<file path="config.mk">
export PLATFORM = sky130hd
export DESIGN_NAME = spq_cell
export DESIGN_NICKNAME = d
export VERILOG_FILES = /design/src/hw/rtl/spq_pkg.sv /design/src/hw/rtl/spq_cell.sv
export SDC_FILE = /design/constraint.sdc
export NUM_CORES = 1
export LEC_CHECK = 0
export BUFFER_PORTS_ARGS = -buffer_cell sky130_fd_sc_hd__buf_2
export CAP_MARGIN = 10
export CORE_AREA = 2 2 121 123
export CTS_BUF_LIST = sky130_fd_sc_hd__clkbuf_16
export DETAILED_ROUTE_END_ITERATION = 8
export DIE_AREA = 0 0 123 125
export HOLD_SLACK_MARGIN = 0.08
export PLACE_DENSITY = 0.77
export SYNTH_ARGS = -nofsm -noshare
export SYNTH_HDL_FRONTEND = slang
export SYNTH_SLANG_ARGS = --single-unit
</file>
<file path="constraint.sdc">
create_clock -name clock -period 4.06 [get_ports clock]
set_clock_uncertainty 0.1 [all_clocks]
set_input_delay 0.203 -clock clock [delete_from_list [all_inputs] [get_ports clock]]
set_output_delay 0.203 -clock clock [all_outputs]
set_load 0.03 [all_outputs]
</file>
<file path="src/hw/rtl/spq_pkg.sv">
package spq_pkg;

   localparam int KEY_W     = 32;
   localparam int PAYLOAD_W = 32;
   localparam int STATUS_W  = 3;
   localparam int COUNT_W   = 5;

   localparam logic [STATUS_W-1:0] ST_INSERTED = 3'd0;
   localparam logic [STATUS_W-1:0] ST_FULL     = 3'd1;
   localparam logic [STATUS_W-1:0] ST_REMOVED  = 3'd2;
   localparam logic [STATUS_W-1:0] ST_NOTFOUND = 3'd3;
   localparam logic [STATUS_W-1:0] ST_EMPTY    = 3'd4;

   localparam logic ACT_INSERT = 1'b0;
   localparam logic ACT_REMOVE = 1'b1;

   // Operation token that walks the cell chain one cell per cycle.
   // found: remove has matched, or insert has started displacing entries.
   // live: the token still changes cells it passes.
   typedef struct packed {
      logic                        active;
      logic                        live;
      logic                        remove;
      logic                        found;
      logic signed [KEY_W-1:0]     key;
      logic [PAYLOAD_W-1:0]        payload;
   } tok_type;

endpackage

</file>
<file path="src/hw/rtl/spq_cell.sv">
module spq_cell
   import spq_pkg::*;
#(
   parameter int IDX = 0,
   parameter int CW  = 5
) (
   input  logic                    clock,
   input  logic                    reset,
   input  logic [CW-1:0]           count,
   input  tok_type                 tok_in,
   output tok_type                 tok_out,
   input  logic signed [KEY_W-1:0] nbr_key,
   input  logic [PAYLOAD_W-1:0]    nbr_payload,
   output logic signed [KEY_W-1:0] ent_key,
   output logic [PAYLOAD_W-1:0]    ent_payload
);

   localparam logic [CW-1:0] IDX_W = CW'(IDX);

   logic signed [KEY_W-1:0] ent_key_ff;
   logic signed [KEY_W-1:0] ent_key_in;
   logic [PAYLOAD_W-1:0]    ent_payload_ff;
   logic [PAYLOAD_W-1:0]    ent_payload_in;
   tok_type                 tok_ff;
   tok_type                 tok_next_in;
   logic                    occupied;
   logic                    at_end;

   assign occupied = (IDX_W < count);
   assign at_end   = (IDX_W == count);

   always_comb begin
      ent_key_in     = ent_key_ff;
      ent_payload_in = ent_payload_ff;
      tok_next_in    = tok_in;
      if (tok_in.active && tok_in.live) begin
         if (!tok_in.remove) begin
            if (occupied) begin
               // once displacing, shift every later entry right
               if (tok_in.found || (ent_key_ff > tok_in.key)) begin
                  ent_key_in          = tok_in.key;
                  ent_payload_in      = tok_in.payload;
                  tok_next_in.key     = ent_key_ff;
                  tok_next_in.payload = ent_payload_ff;
                  tok_next_in.found   = 1'b1;
               end
            end else if (at_end) begin
               ent_key_in       = tok_in.key;
               ent_payload_in   = tok_in.payload;
               tok_next_in.live = 1'b0;
            end
         end else if (occupied) begin
            if (tok_in.found) begin
               ent_key_in     = nbr_key;
               ent_payload_in = nbr_payload;
            end else if (ent_key_ff == tok_in.key) begin
               // carry the removed payload to the end of the chain
               ent_key_in          = nbr_key;
               ent_payload_in      = nbr_payload;
               tok_next_in.found   = 1'b1;
               tok_next_in.payload = ent_payload_ff;
            end
         end
      end
   end

   always_ff @(posedge clock) begin
      if (reset) begin
         tok_ff <= '0;
      end else begin
         tok_ff <= tok_next_in;
      end
   end

   always_ff @(posedge clock) begin
      ent_key_ff     <= ent_key_in;
      ent_payload_ff <= ent_payload_in;
   end

   assign tok_out     = tok_ff;
   assign ent_key     = ent_key_ff;
   assign ent_payload = ent_payload_ff;

endmodule

</file>
## After elaboration in Yosys (flattened, before gate mapping)

Cells that the tools add are included.

- $lt $le $gt $ge: 2
- Muxes and demuxes: 30
- Reduce and logical (&&, ||, !) cells: 5
- Equal/unequal tests: 4

Operators with widths:

| kind | number |
|---|---|
| 32-bit two-way mux | 19 |
| 65-bit two-way mux | 3 |
| 32-bit == test | 1 |
| 32-bit > comparator | 1 |
| 1-bit two-way mux | 8 |
| 3-bit by 2-bit != test with 1-bit output (second input constant) | 2 |
| 5-bit logical NOT | 1 |
| 1-bit by 5-bit < comparator with 1-bit output (first input constant) | 1 |
| 5-bit AND reduction | 1 |
| 2-bit by 1-bit != test with 1-bit output (second input constant) | 1 |
| 2-bit nonzero test | 1 |
| 1-bit logical AND | 1 |
| 1-bit logical OR | 1 |

- Output and inout port bits: 132
- Bits of input ports: 139
- Logic and storage cells: 49
- Register bits after elaboration: 132

## Depth between registers and ports, before layout

Gate-level depths: netlist of the first run.

- Depth after elaboration: 6
- Gate-level depth with buffers: 12
- Mapped depth without buffers: 10

## Worst setup path after synthesis of the first run

Ideal clock, no wire load.

- Path kind: register -> register
- From: register ent_key_ff[31], in the netlist ent_key[31]
- To: register ent_key_ff[0], in the netlist ent_key[0] (enable)
- Stages on the path, launching flop included: 10
- Path buffers: 1
- Arrival: 3.443 ns
- Path slack: 0.086 ns
- Library setup time: 0.431 ns
- Period minus slack after synthesis: 3.974 ns
- Required time: 3.529 ns
- Path through: edfxtp_1 -> ha_1 -> buf_6 -> nand4_4 -> nor3_4 -> inv_1 -> o22ai_2 -> a31oi_1 -> nand2_1 -> o221a_1

- Longest elaborated chain between the ends: 4
- Elaborated cells on any way between the ends: 6
- Those cells by class: order compare: 1; eq/ne: 3; reduce/logical: 2

Ends and longest elaborated chain:

| element | RTL line | source |
|---|---|---|
| from (decl) | spq_cell.sv:20 | `logic signed [KEY_W-1:0] ent_key_ff;` |
| from (signal assigned) | spq_cell.sv:76 | `ent_key_ff <= ent_key_in;` |
| 32-bit > comparator | spq_cell.sv:40 | `if (tok_in.found \|\| (ent_key_ff > tok_in.key)) begin` |
| 1-bit logical OR | spq_cell.sv:40 |  |
| 3-bit by 2-bit != test with 1-bit output (no line) | n/a |  |
| 5-bit AND reduction (no line) (*) | n/a |  |

Mark *: on every way between the ends. The rest lies on a longest branch, timed or not.
A chain may end at the register's enable or synchronous reset.

## Worst setup path after layout of the first run

- From: input tok_in[63] in the netlist's numbering
- To: register ent_payload_ff[29], in the netlist ent_payload[29] (enable)

- Longest elaborated chain between the ends: 4
- Elaborated cells on any way between the ends: 6
- Those cells by class: order compare: 1; eq/ne: 3; reduce/logical: 2

Ends and longest elaborated chain:

| element | RTL line | source |
|---|---|---|
| from (decl) | spq_cell.sv:10 | `input tok_type tok_in,` |
| 32-bit > comparator | spq_cell.sv:40 |  |
| 1-bit logical OR | spq_cell.sv:40 |  |
| 3-bit by 2-bit != test with 1-bit output (no line) | n/a |  |
| 5-bit AND reduction (no line) (*) | n/a |  |
| to (signal assigned) | spq_cell.sv:77 | `ent_payload_ff <= ent_payload_in;` |
| to (decl) | spq_cell.sv:22 | `logic [PAYLOAD_W-1:0] ent_payload_ff;` |

Marked as above.

==> results of run 1 <==
-- cell usage after synthesis (2+ instances only) --
| cell type | n | area share |
|---|---|---|
| dfxtp_1 | 68 | 0.22 |
| mux2i_1 | 65 | 0.10 |
| nand2b_1 | 65 | 0.064 |
| edfxtp_1 | 64 | 0.30 |
| nand2_1 | 45 | 0.027 |
| nor2_1 | 37 | 0.022 |
| inv_1 | 36 | 0.021 |
| ha_1 | 32 | 0.063 |
| o21ai_1 | 21 | 0.017 |
| clkbuf_1 | 20 | 0.012 |
| mux2_1 | 17 | 0.030 |
| mux2_2 | 16 | 0.029 |
| a21oi_1 | 13 | 0.010 |
| o21ai_0 | 12 | 0.0095 |
| buf_6 | 4 | 0.0071 |
| nand4_1 | 4 | 0.0040 |
| nor3_1 | 4 | 0.0032 |
| buf_8 | 3 | 0.0071 |
| nand3_1 | 3 | 0.0024 |
| a221oi_1 | 2 | 0.0028 |
| and4_1 | 2 | 0.0028 |
| buf_1 | 2 | 0.0012 |
| nor2b_1 | 2 | 0.0020 |
| o21a_1 | 2 | 0.0024 |
-- critical path: cells and delay by family --
family / cells / cell delay, ps
compound gates: 3 / 1200
buf+inv: 4 / 750
simple gates: 3 / 550
fa+ha+maj: 1 / 460
-- cell families (layout without fill, tap and decap cells) --
| group | after synthesis | after routing | share of synthesized area |
|---|---|---|---|
| multiplexers | 98 | 98 | 0.162 |
| buffers and inverters | 66 | 476 | 0.0493 |
| flip-flops | 132 | 132 | 0.520 |
| AND/OR/NAND/NOR | 171 | 171 | 0.142 |
| adder cells (fa/ha/maj) | 32 | 32 | 0.0634 |
| AO/OA/AOI/OAI | 63 | 63 | 0.0632 |
-- cell usage in the layout, fill, tap and decap left out, types with 2 or more instances in the layout --
cell / instances
inv_1: 36
ha_1: 32
nand4_1: 4
mux2_1: 17
nor2_1: 37
o21a_1: 2
a21oi_1: 13
edfxtp_1: 64
and4_1: 2
mux2_2: 16
dfxtp_1: 68
dlygate4sd3_1: 133
buf_4: 5
nand2b_1: 65
nor3_1: 4
mux2i_1: 65
o21ai_1: 21
clkinv_4: 3
clkinvlp_4: 3
clkinv_1: 4
clkbuf_16: 17
a221oi_1: 2
nand2_1: 45
nor2b_1: 2
nand3_1: 3
buf_2: 269
o21ai_0: 12
bufinv_16: 4
-- final cells by class --
cell class,count,share of cell area
clock buffers,17,0.0438
clock inverters,15,0.0194
inverters,37,0.0143
multi-input cells,364,0.282
flip-flops and latches,132,0.338
well taps,184,0.0237
repair buffers,407,0.279
-- worst paths after layout --
check	cells past startpoint	slack (ps)	end	from
max	11	730	ent_payload[29]	tok_in[63]
min	3	100	tok_out[66]	count[1]
max reg2reg	8	770	ent_payload[29]	ent_key[31]
min reg2reg	2	440	tok_out[26]	ent_payload[26]
-- per-layer routing --
layer  routed length (um)  global-route usage  vias to the layer above
met5                    0                   0                        -
met4                  702               0.122                        0
met3                 1090              0.0525                       57
met2                 9860               0.444                      240
met1                 7490               0.276                     2702
li1                     -                   -                     2744
-- state kept, by name, summed over array words and instances, names as in the netlist --
signal / cells
ent_payload: 32
tok_out: 68
ent_key: 32
-- report_power, final --
part           switching, W  internal [W]  total (W)
Sequential        0.0000297       0.00149    0.00151
Combinational      0.000402      0.000300   0.000702
Clock              0.000593       0.00102    0.00161
-- stage by stage --
step	hold WS, ps	cells	worst slack, ps	area, sq um
5_1_grt	126	1156	549	9720
3_3_place_gp	337	991	874	7770
4_1_cts	91.7	1156	710	9720
2_1_floorplan	222	562	86.1	6320
6_report	99.4	1156	734	9720
3_5_place_dp	347	991	745	7770
==> reports/results.ini, run 1 <==
[clocking]
numCtsBuffers = 17
clock_sinks = 132
cts_hold_buffers = 133
root_buffer = clkbuf_16
h-tree-depth = 4
postCtsSetupBuffers = 0
clkTransAtPathRegs_ps = 50
cts_resized = 0
cts_tree = yes
clk-insertion-delay-late_ps = 410
clock_path_buffers = 2

[die]
initial_core_util = 0.445
die_area_sq_um = 15400
ios = 271
placementRows = 44
die_x_um = 123
die_h_um = 125
core-area_sq_um = 14200

[outcome]
status = finished, final reports clean

[setup_path]
crit_type = primary input to flop
cp.arrival_ps = 3250
crit_path_start_kind = primary input
path_cells = dlygate4sd3_1, buf_2, inv_1, ha_1, nand4_4, nor3_4, inv_1, o22ai_2, a31oi_1, nand2_1, o221a_4
path_common_cell = inv_1
crit_slowest_cell = o221a_4
critPathMaxFanout = 64
cp.required_ps = 3980
endpoint_kind = flop
cpPeakStageDelay_ps = 840

[detailed_routing]
drc = 0
vias_per_cell = 4.97
wirelength_um = 19100
drt_iter0_drc = 302
ant_nets = 0
drtPass1Iterations = 4
num_vias = 5743
wl_per_cell_um = 16.6

[power]
power_density_nw_per_um2 = 394
leakage_nw = 4.39
p_total_w = 0.00383
vdd_drop_max_mv = 0.241

[logic_synthesis]
ys_seq_area_frac = 0.520
yosysWarnings = 0
synth_edf_count = 64
async_flop_share = 0
syn_inst = 562
ys_types = 47
syn_nets = 733
ys.flop_type = dfxtp_1
syn_avg_cell_area_sq_um = 11.2
netlist_area_sq_um = 6320
synth-seq-cells = 132

[min_path]
worstHoldPathType = primary input to flop

[timing]
maxSlewViolCount = 0
period_share = 0.819
min_period_ps = 3330
relSlewSlack = 0.238
rsz0062_at_grt = false
worst_pin_slew_ps = 1140
finalSetupTns_ps = 0
hold_viol = 0
max_freq_mhz = 301
setup_viol = 0

[final_layout]
area_delta_synth_final_pct = 53.9
ff_latch_area_sq_um = 3280
multi_input_area_sq_um = 2740
antennaDiodeCount = 0
fillCellCount = 984
fin_util = 0.684
drive_gt1_frac = 0.338
fin_nets = 1130

[global_routing]
grt_start_max_net_pins = 82
grt_pass1_wl_um = 29600
gr-total-overflow = 0
grt_pass1_vias = 5936
grt_usage = 0.248
antenna_found_initial = 0

[placement]
dp_hpwl_um = 11400
place_congestion = 0.807
port_buffers = 270

[flow_run]
cap_viol_max_count = 0

Power figures use the tool's default switching activity.
==> run 2, diff against run 1 <==
Settings changed: CORE_AREA 2 2 121 123 to 2 2 125 127, DIE_AREA 0 0 123 125 to 0 0 127 129, PLACE_DENSITY 0.77 to 0.76.
Clock period 4.06 ns to 3 ns, I/O delays scaled along.
==> run 2 against run 1 <==
- cell area is 1.6% higher
- utilization is 2.5 points lower
- worst hold slack better by 70 ps
- critical endpoint is now ent_key[18]
- largest power group unchanged
==> reports/results.ini, run 2 (same netlist as run 1, synthesis figures left out) <==
[outcome]
status = finished, final reports clean  ; unchanged

[timing]
worst_pin_slew_ps = 950  ; was 1140 ps
hold_viol = 0  ; unchanged
maxSlewViolCount = 0  ; unchanged
relSlewSlack = 0.367  ; was 0.238
finalSetupTns_ps = 0  ; unchanged
max_freq_mhz = 350
min_period_ps = 2860
rsz0062_at_grt = false  ; unchanged
period_share = 0.953
setup_viol = 0  ; unchanged

[global_routing]
grt_usage = 0.224  ; was 0.248
gr-total-overflow = 0  ; unchanged
grt_start_max_net_pins = 71  ; was 82
grt_pass1_wl_um = 28700  ; was 29,600 um
grt_pass1_vias = 5883  ; was 5,936
antenna_found_initial = 0  ; unchanged

[clocking]
root_buffer = clkbuf_16  ; unchanged
numCtsBuffers = 17  ; unchanged
clkTransAtPathRegs_ps = 60  ; was 50 ps
clk-insertion-delay-late_ps = 410  ; about the same
clock_path_buffers = 2  ; unchanged
cts_tree = yes  ; unchanged
h-tree-depth = 4  ; unchanged
clock_sinks = 132  ; unchanged

[final_layout]
drive_gt1_frac = 0.347  ; was 0.338
fin_nets = 1137  ; was 1,130
multi_input_area_sq_um = 2770  ; was 2740 sq um
fillCellCount = 1067  ; was 984
area_delta_synth_final_pct = 56.4  ; was 53.9%
instances_no_fill = 1167  ; was 1,156
layout_commonest_cell = buf_2  ; unchanged
largest_reg_flops = 68  ; unchanged
ff_latch_area_sq_um = 3280  ; unchanged
antennaDiodeCount = 0  ; unchanged
mostFrequentLayoutCells = buf_2, dlygate4sd3_1, dfxtp_1, mux2i_1, nand2b_1  ; unchanged

[setup_path]
cp.required_ps = 3040  ; was 3980 ps
endpoint_kind = flop  ; unchanged
crit_path_start_kind = flop  ; was primary input
critPathMaxFanout = 41  ; was 64
crit_type = flop to flop  ; was primary input to flop
cp.arrival_ps = 2900  ; was 3250 ps

[detailed_routing]
num_vias = 5712  ; was 5,743
vias_per_cell = 4.89  ; was 4.97
wl_per_cell_um = 16.1  ; was 16.6 um
drtPass1Iterations = 4  ; unchanged
drt_iter0_drc = 310  ; was 302
wirelength_um = 18700  ; was 19,100 um
ant_nets = 0  ; unchanged
drc = 0  ; unchanged

[die]
core-area_sq_um = 15000  ; was 14,200 sq um
ios = 271  ; unchanged
die_h_um = 129  ; was 125 um
placementRows = 45  ; was 44
initial_core_util = 0.422  ; was 0.445
die_x_um = 127  ; was 123 um
die_area_sq_um = 16400  ; was 15,400 sq um

[power]
power_density_nw_per_um2 = 524  ; was 394 nW/um^2
leakage_nw = 4.47  ; was 4.39 nW
vdd_drop_max_mv = 0.335  ; was 0.241 mV

[placement]
place_congestion = 0.806  ; was 0.807
place_inst = 1000  ; was 991
dp_hpwl_um = 11400  ; about the same
port_buffers = 270  ; unchanged

[min_path]
worstHoldPathType = primary input to flop  ; unchanged

[flow_run]
cap_viol_max_count = 0  ; unchanged

-- run 2: what timing repair did --
item | in CTS | in global routing
endpoints found under the setup margin | 8 | 128
pin swaps | 0 | 1
cloned | 0 | 1
hold buffers | 133 | 0
endpoints found under the hold margin | 131 | 0
buffers inserted | 1 | 0
resized for setup | 0 | 5
-- run 2: cell type report --
cell class / instances / share of cell area
Tap cell: 188 / 0.0238
Clock inverter: 15 / 0.0190
Sequential cell: 132 / 0.332
Inverter: 37 / 0.0141
Multi-Input combinational cell: 364 / 0.281
Clock buffer: 17 / 0.0431
Timing Repair Buffer: 414 / 0.287
-- run 2: through the flow --
| stage | worst slack, ps | total power, W | util | cell area [sq um] | hold WS (ps) |
|---|---|---|---|---|---|
| after floorplan | 35.3 | 0.00261 | - | 6320 | 169 |
| after global placement | 94.9 | 0.00288 | 0.525 | 7870 | 290 |
| after detailed placement | 5.93 | 0.00289 | 0.525 | 7870 | 293 |
| after CTS | 60.7 | 0.00520 | 0.656 | 9820 | 152 |
| after global routing | 0.324 | 0.00539 | 0.659 | 9880 | 167 |
| final | 142 | 0.00518 | 0.659 | 9880 | 170 |
-- run 2: routing by layer --
layer  global-route usage  share of wire
met1                0.249           0.40
met2                0.398           0.50
met3               0.0690          0.071
met4               0.0995          0.032
met5                    0              0
-- run 2: path summary, 6_finish.rpt --
path / start / to / slack [ps] / cells after the start
min: tok_in[65] / ent_key[29] / 170 / 2
min reg2reg: ent_payload[6] / tok_out[6] / 430 / 2
max reg2reg: ent_key[22] / ent_key[18] / 140 / 9
max: ent_key[22] / ent_key[18] / 140 / 9
-- run 2: report_power, final --
part / internal [W] / leakage [nW] / switching, W / total (W)
Combinational: 0.000423 / 3.01 / 0.000548 / 0.000971
Clock: 0.00138 / 0.296 / 0.000775 / 0.00216
Sequential: 0.00201 / 1.16 / 0.0000410 / 0.00205
-- run 2: worst max-delay path, stage by stage (launching register included) --
cell and delay, ps:
edfxtp_1 420, ha_1 350, nand4_1 130, nor3_2 340, nand4_4 180, a31o_1 260
a41oi_2 230, nand2_1 100, o221a_4 260, buf_12 190
==> run 3, diff against run 2 <==
Settings changed: BUFFER_PORTS_ARGS -buffer_cell sky130_fd_sc_hd__buf_2 to -buffer_cell sky130_fd_sc_hd__clkbuf_2, CAP_MARGIN 10 to unset.
==> run 3 against run 2 <==
- count of clock-buffer cells in the layout did not move
- total power rose by 0.83%
- via count is 1.5% higher
- cell area rose by 0.86%
- highest routed layer unchanged
- setup slack lost 27 ps
==> reports/results.ini, run 3 (same netlist as run 1, synthesis figures left out) <==
[setup_path]
cp.arrival_ps = 2940  ; was 2900 ps
cpLargestDelayFamily = compound AO/OA/AOI/OAI gates  ; was simple AND/OR/NAND/NOR gates
endpoint_kind = flop  ; unchanged
cpPeakStageDelay_ps = 430  ; was 420 ps
crit_type = flop to flop  ; unchanged
path_cells = ha_1, a21oi_1, o21ai_1, a221oi_2, o22ai_2, a31oi_1, nand2_1, o221a_4, buf_12  ; was ha_1, nand4_1, nor3_2, nand4_4, a31o_1, a41oi_2, nand2_1, o221a_4, buf_12
worst-path-buf-inv = 1  ; unchanged
crit_slowest_cell = edfxtp_1  ; unchanged
crit_path_start_kind = flop  ; unchanged
cp.required_ps = 3060  ; was 3040 ps
r2r_slack_ps = 120  ; was 140 ps
critPathMaxFanout = 41  ; unchanged

[die]
die_h_um = 129  ; unchanged
placementRows = 45  ; unchanged
ios = 271  ; unchanged
die_area_sq_um = 16400  ; unchanged
initial_core_util = 0.422  ; unchanged
die_x_um = 127  ; unchanged
core-area_sq_um = 15000  ; unchanged

[final_layout]
drive_gt1_frac = 0.352  ; was 0.347
fin_area_sq_um = 9960  ; was 9880 sq um
area_delta_synth_final_pct = 57.7  ; was 56.4%
mostFrequentLayoutCells = clkbuf_2, dlygate4sd3_1, dfxtp_1, mux2i_1, nand2b_1  ; was buf_2, dlygate4sd3_1, dfxtp_1, mux2i_1, nand2b_1
fillCellCount = 1077  ; was 1,067
fin_nets = 1140  ; was 1,137
layout_commonest_cell = clkbuf_2  ; was buf_2
largest_reg_flops = 68  ; unchanged

[detailed_routing]
wirelength_um = 19500  ; was 18,700 um
drt_iter0_drc = 268  ; was 310
ant_nets = 0  ; unchanged
vias_per_cell = 4.95  ; was 4.89
num_vias = 5795  ; was 5,712
drtPass1Iterations = 4  ; unchanged
drc = 0  ; unchanged
wl_per_cell_um = 16.7  ; was 16.1 um

[clocking]
cts_tree = yes  ; unchanged
numCtsBuffers = 17  ; unchanged
clock_path_buffers = 2  ; unchanged
clock_sinks = 132  ; unchanged
h-tree-depth = 4  ; unchanged
clk-insertion-delay-late_ps = 420  ; was 410 ps
root_buffer = clkbuf_16  ; unchanged
clkTransAtPathRegs_ps = 60  ; about the same

[power]
leakage_nw = 4.54  ; was 4.47 nW
p_comb_frac = 0.189  ; was 0.188
p_int_w = 0.00382  ; was 0.00381 W
power_density_nw_per_um2 = 524  ; about the same
vdd_drop_max_mv = 0.348  ; was 0.335 mV
p_total_w = 0.00522  ; was 0.00518 W
p_sw_w = 0.00140  ; was 0.00136 W
clkPwrFrac = 0.418  ; was 0.416
p_sw_frac = 0.269  ; was 0.263
pwr-share-seq = 0.394  ; was 0.396

[min_path]
worstHoldPathType = primary input to flop  ; unchanged

[global_routing]
grt_pass1_wl_um = 29200  ; was 28,700 um
grt_usage = 0.230  ; was 0.224
gr-total-overflow = 0  ; unchanged
grt_start_max_net_pins = 57  ; was 71
grt_pass1_vias = 5933  ; was 5,883
antenna_found_initial = 1  ; was 0

[placement]
dp_hpwl_um = 11600  ; was 11,400 um
place_ws_ps = 12.7  ; was 5.93 ps
placed_cell_area_sq_um = 7870  ; about the same
place_congestion = 0.802  ; was 0.806
port_buffers = 270  ; unchanged

[timing]
period_share = 0.962  ; was 0.953
setup_slack_ps = 115  ; was 142 ps
maxSlewViolCount = 0  ; unchanged
setup_viol = 0  ; unchanged
worst_pin_slew_ps = 995  ; was 950 ps
hold_viol = 0  ; unchanged
max_freq_mhz = 347  ; was 350 MHz
relSlewSlack = 0.337  ; was 0.367
min_period_ps = 2880  ; was 2860 ps

[outcome]
status = finished, final reports clean  ; unchanged

[flow_run]
cap_viol_max_count = 0  ; unchanged

==> run 3: changes by cell type in the layout (fill, tap and decap cells not counted), sizes merged <==
cell      previous run  this run
diode                0         1
clkinvlp             2         1
clkbuf              18       289
clkinv               8         9
buf                280        12
==> run 3: metrics by stage <==
step / hold WS [ps] / setup TNS, ps / cells / util
3_5_place_dp: 299 / 0 / 999 / 0.526
2_1_floorplan: 169 / 0 / 562 / -
4_1_cts: 185 / 0 / 1165 / 0.656
3_3_place_gp: 289 / 0 / 999 / 0.526
5_1_grt: 221 / -59.1 / 1171 / 0.665
6_report: 199 / 0 / 1171 / 0.665
==> run 3: path summary, 6_finish.rpt <==
kind                                   from          end  cells after the start
worst max register to register  ent_key[19]   ent_key[9]                      9
worst min-delay path             tok_in[65]  ent_key[29]                      2
worst min register to register  ent_key[20]  tok_out[52]                      2
worst max-delay path            ent_key[19]   ent_key[9]                      9
==> run 3: area by class of cell <==
type | count | area [sq um] | share of cell area
antenna | 1 | 2.50 | 0.000251
tap | 188 | 235 | 0.0236
clock buffer | 17 | 425 | 0.0427
timing repair buffer | 417 | 2910 | 0.292
multi-input combinational | 364 | 2780 | 0.279
clock inverter | 15 | 188 | 0.0188
sequential | 132 | 3280 | 0.330
inverter | 37 | 139 | 0.0139
==> run 3: per-layer routing <==
metal | vias up | global-route usage | share of wire
met5 | - | 0 | 0
met4 | 0 | 0.107 | 0.032
met3 | 57 | 0.0586 | 0.057
met2 | 231 | 0.414 | 0.51
met1 | 2733 | 0.255 | 0.40
li1 | 2774 | - | -
==> run 3: power groups by stage <==
stage	Sequential (W)	Combinational [W]	Clock, W
2_1_floorplan	0.00229	0.000319	0
3_3_place_gp	0.00209	0.000795	0
3_5_place_dp	0.00209	0.000805	0
4_1_cts	0.00205	0.000948	0.00221
5_1_grt	0.00207	0.00105	0.00229
6_report	0.00206	0.000984	0.00218
==> run 3: what timing repair did <==
item | CTS | global route
hold buffers | 133 | 0
gates resized for setup | 1 | 6
buffers inserted | 1 | 2
pin swaps | 0 | 3
endpoints found under the setup margin | 42 | 101
hold endpoints to repair | 131 | 0
cloned | 0 | 3
==> run 3: worst reg2reg max path: cells and delay by family (launching register included) <==
family,cells,cell delay [ps]
AO/OA/AOI/OAI,6,1390
flip-flops,1,430
adder cells (fa/ha/maj),1,320
buffers and inverters,1,200
AND/OR/NAND/NOR,1,160
